==> config.mk <==
export PLATFORM = sky130hd
export DESIGN_NAME = playfair_digraph_encrypt_top
export DESIGN_NICKNAME = d
export VERILOG_FILES = /design/src/rtl/pfde_pkg.sv /design/src/rtl/pfde_locate.sv /design/src/rtl/pfde_substitute.sv /design/src/rtl/playfair_digraph_encrypt_top.sv
export SDC_FILE = /design/constraint.sdc
export NUM_CORES = 1
export LEC_CHECK = 0
export CAP_MARGIN = 20
export CORE_MARGIN = 2
export CORE_UTILIZATION = 40
export DETAILED_ROUTE_END_ITERATION = 16
export DONT_BUFFER_PORTS = 1
export GPL_ROUTABILITY_DRIVEN = 0
export SKIP_LAST_GASP = 1
export SLEW_MARGIN = 5
export SYNTH_ARGS = -nofsm -noshare
export SYNTH_HDL_FRONTEND = slang
export SYNTH_SLANG_ARGS = --single-unit
==> constraint.sdc <==
create_clock -name clk -period 4.4 [get_ports clk]
set_input_delay 0.44 -clock clk [delete_from_list [all_inputs] [get_ports clk]]
set_output_delay 0.44 -clock clk [all_outputs]
set_load 0.1 [all_outputs]
==> src/rtl/pfde_pkg.sv <==
// Package for the Playfair digraph encryptor: key square geometry, letter and
// request types, and the per-letter location record. No dependencies.
`default_nettype none

package pfde_pkg;

  localparam int SIDE       = 5;
  localparam int LETTER_W   = 5;
  localparam int POS_W      = $clog2(SIDE);
  localparam int ROW_W      = SIDE * LETTER_W;
  localparam int CFG_IDX_W  = $clog2(SIDE);

  typedef logic [LETTER_W-1:0] letter_t;
  typedef logic [POS_W-1:0]    pos_t;

  // Column c of a row sits in bits [5c+4:5c], matching element c here.
  typedef logic [SIDE-1:0][LETTER_W-1:0] row_t;
  typedef row_t [SIDE-1:0]               square_t;

  typedef struct packed {
    logic found;
    pos_t row;
    pos_t col;
  } loc_t;

  typedef struct packed {
    letter_t first_letter;
    letter_t second_letter;
  } in_t;

  typedef struct packed {
    letter_t cipher_first;
    letter_t cipher_second;
    logic    letter_missing;
  } out_t;

endpackage

`default_nettype wire

==> src/rtl/pfde_locate.sv <==
// Finds the row and column of one letter code in the key square.
// Depends on pfde_pkg.
`default_nettype none

module pfde_locate (
  input  var pfde_pkg::square_t square,
  input  var pfde_pkg::letter_t letter,
  output pfde_pkg::loc_t        loc
);

  // The last match in row-major order wins when a code appears twice.
  always_comb begin
    loc = '0;
    for (int r = 0; r < pfde_pkg::SIDE; r++) begin
      for (int c = 0; c < pfde_pkg::SIDE; c++) begin
        if (square[r][c] == letter) begin
          loc.found = 1'b1;
          loc.row   = pfde_pkg::POS_W'(r);
          loc.col   = pfde_pkg::POS_W'(c);
        end
      end
    end
  end

endmodule

`default_nettype wire

==> src/rtl/pfde_substitute.sv <==
// Applies the row, column and rectangle rules to two located letters.
// Depends on pfde_pkg.
`default_nettype none

module pfde_substitute (
  input  var pfde_pkg::square_t square,
  input  var pfde_pkg::loc_t    loc_a,
  input  var pfde_pkg::loc_t    loc_b,
  output pfde_pkg::out_t        result
);

  localparam pfde_pkg::pos_t LAST = pfde_pkg::POS_W'(pfde_pkg::SIDE - 1);

  pfde_pkg::pos_t a_row;
  pfde_pkg::pos_t a_col;
  pfde_pkg::pos_t b_row;
  pfde_pkg::pos_t b_col;
  pfde_pkg::pos_t a_col_next;
  pfde_pkg::pos_t b_col_next;
  pfde_pkg::pos_t a_row_next;
  pfde_pkg::pos_t b_row_next;
  logic           miss;

  assign a_col_next = (loc_a.col == LAST) ? '0 : loc_a.col + 1'b1;
  assign b_col_next = (loc_b.col == LAST) ? '0 : loc_b.col + 1'b1;
  assign a_row_next = (loc_a.row == LAST) ? '0 : loc_a.row + 1'b1;
  assign b_row_next = (loc_b.row == LAST) ? '0 : loc_b.row + 1'b1;
  assign miss       = !loc_a.found || !loc_b.found;

  // Equal letters share a cell and therefore fall into the same-row rule.
  always_comb begin
    if (loc_a.row == loc_b.row) begin
      a_row = loc_a.row;
      a_col = a_col_next;
      b_row = loc_b.row;
      b_col = b_col_next;
    end else if (loc_a.col == loc_b.col) begin
      a_row = a_row_next;
      a_col = loc_a.col;
      b_row = b_row_next;
      b_col = loc_b.col;
    end else begin
      a_row = loc_a.row;
      a_col = loc_b.col;
      b_row = loc_b.row;
      b_col = loc_a.col;
    end
  end

  always_comb begin
    result.letter_missing = miss;
    result.cipher_first   = miss ? '0 : square[a_row][a_col];
    result.cipher_second  = miss ? '0 : square[b_row][b_col];
  end

endmodule

`default_nettype wire

==> src/rtl/playfair_digraph_encrypt_top.sv <==
// Top level of the Playfair digraph encryptor: key square registers, input
// register, result register and handshakes. Depends on pfde_pkg,
// pfde_locate and pfde_substitute.
//
//   Channel   Handshake             Payload
//   in        in_valid / in_stall   in_data   (first_letter, second_letter)
//   out       out_valid / out_stall out_data  (cipher_first, cipher_second,
//                                              letter_missing)
//   cfg       cfg_valid / cfg_ready cfg_index, cfg_data (one key square row)
//
// A request accepted into the input register moves to the result register when
// that is free and is offered as a valid result from there, so one request per
// cycle flows while the output does not stall. Reset clears both valid flags and
// all five key square rows. An output stall holds the result register while an
// empty input register still takes a request; in_stall rises only when both hold
// one. Configuration writes are always ready, and indexes past the last row are dropped.
`default_nettype none

module playfair_digraph_encrypt_top (
  input  var logic                               clk,
  input  var logic                               rst,
  input  var logic                               in_valid,
  output logic                                   in_stall,
  input  var pfde_pkg::in_t                      in_data,
  output logic                                   out_valid,
  input  var logic                               out_stall,
  output pfde_pkg::out_t                         out_data,
  input  var logic                               cfg_valid,
  output logic                                   cfg_ready,
  input  var logic [pfde_pkg::CFG_IDX_W-1:0]     cfg_index,
  input  var logic [pfde_pkg::ROW_W-1:0]         cfg_data
);

  pfde_pkg::square_t square;
  logic              hold_valid;
  pfde_pkg::in_t     hold_data;
  pfde_pkg::loc_t    loc_a;
  pfde_pkg::loc_t    loc_b;
  pfde_pkg::out_t    result_next;
  logic              out_free;
  logic              advance;

  assign cfg_ready = 1'b1;
  assign out_free  = !out_valid || !out_stall;
  assign advance   = hold_valid && out_free;
  assign in_stall  = hold_valid && !out_free;

  always_ff @(posedge clk) begin
    if (rst) begin
      square <= '0;
    end else if (cfg_valid && cfg_ready &&
                 (cfg_index < pfde_pkg::CFG_IDX_W'(pfde_pkg::SIDE))) begin
      square[cfg_index] <= cfg_data;
    end
  end

  always_ff @(posedge clk) begin
    if (rst) begin
      hold_valid <= 1'b0;
    end else if (!in_stall) begin
      hold_valid <= in_valid;
    end
  end

  always_ff @(posedge clk) begin
    if (in_valid && !in_stall) begin
      hold_data <= in_data;
    end
  end

  pfde_locate u_locate_a (
    .square (square),
    .letter (hold_data.first_letter),
    .loc    (loc_a)
  );

  pfde_locate u_locate_b (
    .square (square),
    .letter (hold_data.second_letter),
    .loc    (loc_b)
  );

  pfde_substitute u_substitute (
    .square (square),
    .loc_a  (loc_a),
    .loc_b  (loc_b),
    .result (result_next)
  );

  always_ff @(posedge clk) begin
    if (rst) begin
      out_valid <= 1'b0;
    end else if (out_free) begin
      out_valid <= hold_valid;
    end
  end

  always_ff @(posedge clk) begin
    if (advance) begin
      out_data <= result_next;
    end
  end

  a_reset_empties: assert property (@(posedge clk)
    rst |=> !out_valid && !hold_valid)
    else $error("pipeline not empty after reset");

  a_stall_needs_item: assert property (@(posedge clk) disable iff (rst)
    in_stall |-> hold_valid && out_valid)
    else $error("input stalled with a free stage");

  a_advance_fills_out: assert property (@(posedge clk) disable iff (rst)
    advance |=> out_valid)
    else $error("request lost between input and result register");

  a_held_request_kept: assert property (@(posedge clk) disable iff (rst)
    in_stall |=> hold_valid && $stable(hold_data))
    else $error("held request changed while stalled");

  a_missing_gives_zero: assert property (@(posedge clk) disable iff (rst)
    out_valid && out_data.letter_missing |->
      out_data.cipher_first == '0 && out_data.cipher_second == '0)
    else $error("ciphertext not zero for a missing letter");

endmodule

`default_nettype wire
==> metrics <==
cts bufs inserted=17; Vias/cell=6.121; post-synth top area cell=dfxtp_1; Final min period=4.283 ns; main combinational cell family by area after synthesis=simple AND/OR/NAND/NOR gates; die area=31240 sq um; Antenna diodes=0; io pins=between 50 and 60; outcome=completed; final hold vios=0; multiplexer share of the synthesized area=0.1022; GR Overflow Total=0; FMAX=about 230 MHz; Detail Route Antenna Nets=0; clock slew at reported path FFs=~0.080 ns; Gate power share=0.412; Post-Synth Simple-Gate Area=0.2366; Detailed Place HPWL=between 30 and 40 mm; crit path DAT=roughly 4.5 ns; Fillers=between 2000 and 3000; Final Worst Setup Slack=0.1172 ns; top cell type's share of synthesized area=0.2130; Die X-Extent=roughly 180 um; pin count of the biggest net entering global routing=128; CP Max Fanout=13; Hold Buf Count CTS=0; MaxCap Viol Count=0; sequential share of the synthesized area=0.2658; setup repair after global routing missed its margin=yes; Final setup viols=0; area delta synth->final=16.00%; multi-input logic area=8309 sq um; min-delay worst type=primary input to flip-flop; overall global routing resource usage=0.2959; design area=13850 sq um; EDFF count, synth=21; Post-synth ARST share=0; layout cell share with drive strength beyond 1=0.1728; Chip Height=176.7 um; CP Capture Type=flip-flop; cells after synthesis=about 1500; vias in the first global route=10830; Post-Syn Nets=approximately 1500; Synth cell types=91; max_slew headroom=0.2802; WL final=48.35 mm; xor/xnor cell area share of the yosys netlist=0.1919; max-slew violation count=0; Net Sw Frac=0.3938; Synth Area in Compound Gates=0.1356; TritonRoute pass-1 iters=5; Int Power=0.003206 W; pre-CTS WS=0.01696 ns; synth top area cells=dfxtp_1 (21%), xor2_1 (10%), nand2_1 (9.7%); Clk Latency, worst-skew pair=0.44 ns; post-layout util=0.4697; clk root buf=clkbuf_16; Port Buf Inserts=0; htree depth=4; first-pass GRT wire length=68.86 mm; DP Area=12740 sq um; power share of the sequential group=0.297; Longest Clk Path Bufs=2; Worst Path Required=4.66 ns; peak supply drop=0.1908 mV; Mapped Area=about 12000 sq um; Setup Skew=0.02554 ns; First DRT Iteration DRCs=1517; CTS Sinks=148; Worst Tran Pin Value=1.077 ns; Ys Warns=0; core area=just under 30000 sq um; critical path class=flip-flop to flip-flop; FF+latch area=approximately 3200 sq um; Synth Register Bits=148; CTS tree=built; nets=between 1500 and 2000; Fin Setup TNS=0 ns; Starting Density=0.4049; Leak=5.524 nW; most common cell after layout, fill and taps aside=nand2_1; Remaining DRCs=0; DR vias=about 12000; Power Dens Cells=382.0 nW/um^2; Clk pwr share=0.291; mean routed wirelength per cell=between 20 and 30 um; Synth Flop Type=dfxtp_1; Power, Total=0.005289 W; reported net switching power=0.002083 W; post-synthesis area per instance=8.115 sq um; Adder-Cell Fraction of Synth Area=0.008386; crit start category=flip-flop; fin crit share=0.9734; most frequent cells in the layout=nand2_1 (309), xor2_1 (140), a21oi_1 (138); row count=between 60 and 70; initial antenna violation count=0
==> registers in the layout, summed over array words and instances, names as in the netlist <==
register / flops
square: 125
out_data: 11
hold_data: 10
hold_valid: 1
out_valid: 1
==> critical path: stages (launching register included) <==
cell,delay [ns]
edfxtp_1,0.44
buf_12,0.19
xor2_1,0.14
nor3_1,0.08
and3_1,0.15
or4_4,0.55
o211ai_2,0.16
nand2_2,0.12
nand2_4,0.14
inv_6,0.05
xnor2_4,0.22
and2_4,0.24
mux2_2,0.36
nor4b_1,0.28
buf_4,0.17
and3_1,0.28
and3_1,0.19
o31ai_1,0.06
buf_4,0.14
o211ai_1,0.10
==> power groups by stage <==
stage | Sequential, W | Clock, W | Combinational, W
final | 0.00157 | 0.00154 | 0.00218
after global routing | 0.00157 | 0.00159 | 0.00228
after CTS | 0.00157 | 0.00154 | 0.00192
after detailed placement | 0.00160 | 0 | 0.00191
after global placement | 0.00160 | 0 | 0.00190
after floorplan | 0.00156 | 0 | 0.00143
==> cell usage after synthesis (all sizes together), types with 5 or more instances <==
cell      n
o211ai   15
mux4      7
nor2b     9
mux2i    85
a31oi    10
xnor2   112
ha        8
o31ai     5
nand2   312
edfxtp   21
dfxtp   127
a211oi   13
and3     24
nor2     30
a22oi    15
inv      14
mux2     16
nand4    14
clkbuf   38
xor2    144
buf      52
nand2b    7
o21ai    25
and2     10
a21oi   139
nand3    77
nor3     71
==> path summary, 6_finish.rpt <==
path                               endpoint  slack (ns)          from  cells past startpoint
worst max register to register  out_data[8]        0.12  hold_data[0]                     19
worst min-delay path             square[18]        0.08           rst                      1
worst max-delay path            out_data[8]        0.12  hold_data[0]                     19
worst min register to register    out_valid        0.50    hold_valid                      2
==> metrics by stage <==
| step | hold slack [ns] | std cells |
|---|---|---|
| after floorplan | 0.4440 | 1471 |
| after global placement | 0.4696 | 1869 |
| after detailed placement | 0.4864 | 1870 |
| after CTS | 0.07750 | 1902 |
| after global routing | 0.07628 | 1929 |
| final | 0.08102 | 1929 |
==> final cells by class <==
class | count | share of cell area
Clock buffer | 18 | 0.03100
Clock inverter | 14 | 0.01193
Inverter | 15 | 0.004428
Multi-Input combinational cell | 1220 | 0.6001
Sequential cell | 148 | 0.2292
Tap cell | 390 | 0.03524
Timing Repair Buffer | 124 | 0.08811
==> cells by family (layout without fill, tap and decap cells) <==
kind of cell | Yosys count | count (layout)
AND/OR/NAND/NOR | 583 | 583
multiplexers | 108 | 110
XOR/XNOR | 256 | 256
buffers and inverters | 105 | 171
other | 1 | 1
AO/OA/AOI/OAI | 262 | 262
adder cells (fa/ha/maj) | 8 | 8
flip-flops | 148 | 148
==> layer usage <==
| layer | routed length (um) | GRT usage | vias up |
|---|---|---|---|
| li1 | - | - | 5226 |
| met1 | 19670 | 0.4123 | 5642 |
| met2 | 19810 | 0.4217 | 761 |
| met3 | 6046 | 0.07238 | 179 |
| met4 | 2833 | 0.1494 | 0 |
| met5 | 0 | 0 | - |
==> repair_timing <==
item,4_1_cts,5_1_grt
pin swaps,0,10
setup buffers,0,18
setup endpoints to repair,1,10
cloned,0,7
gates resized for setup,1,42
hold endpoints to repair,0,0
Power figures use the tool's default switching activity.
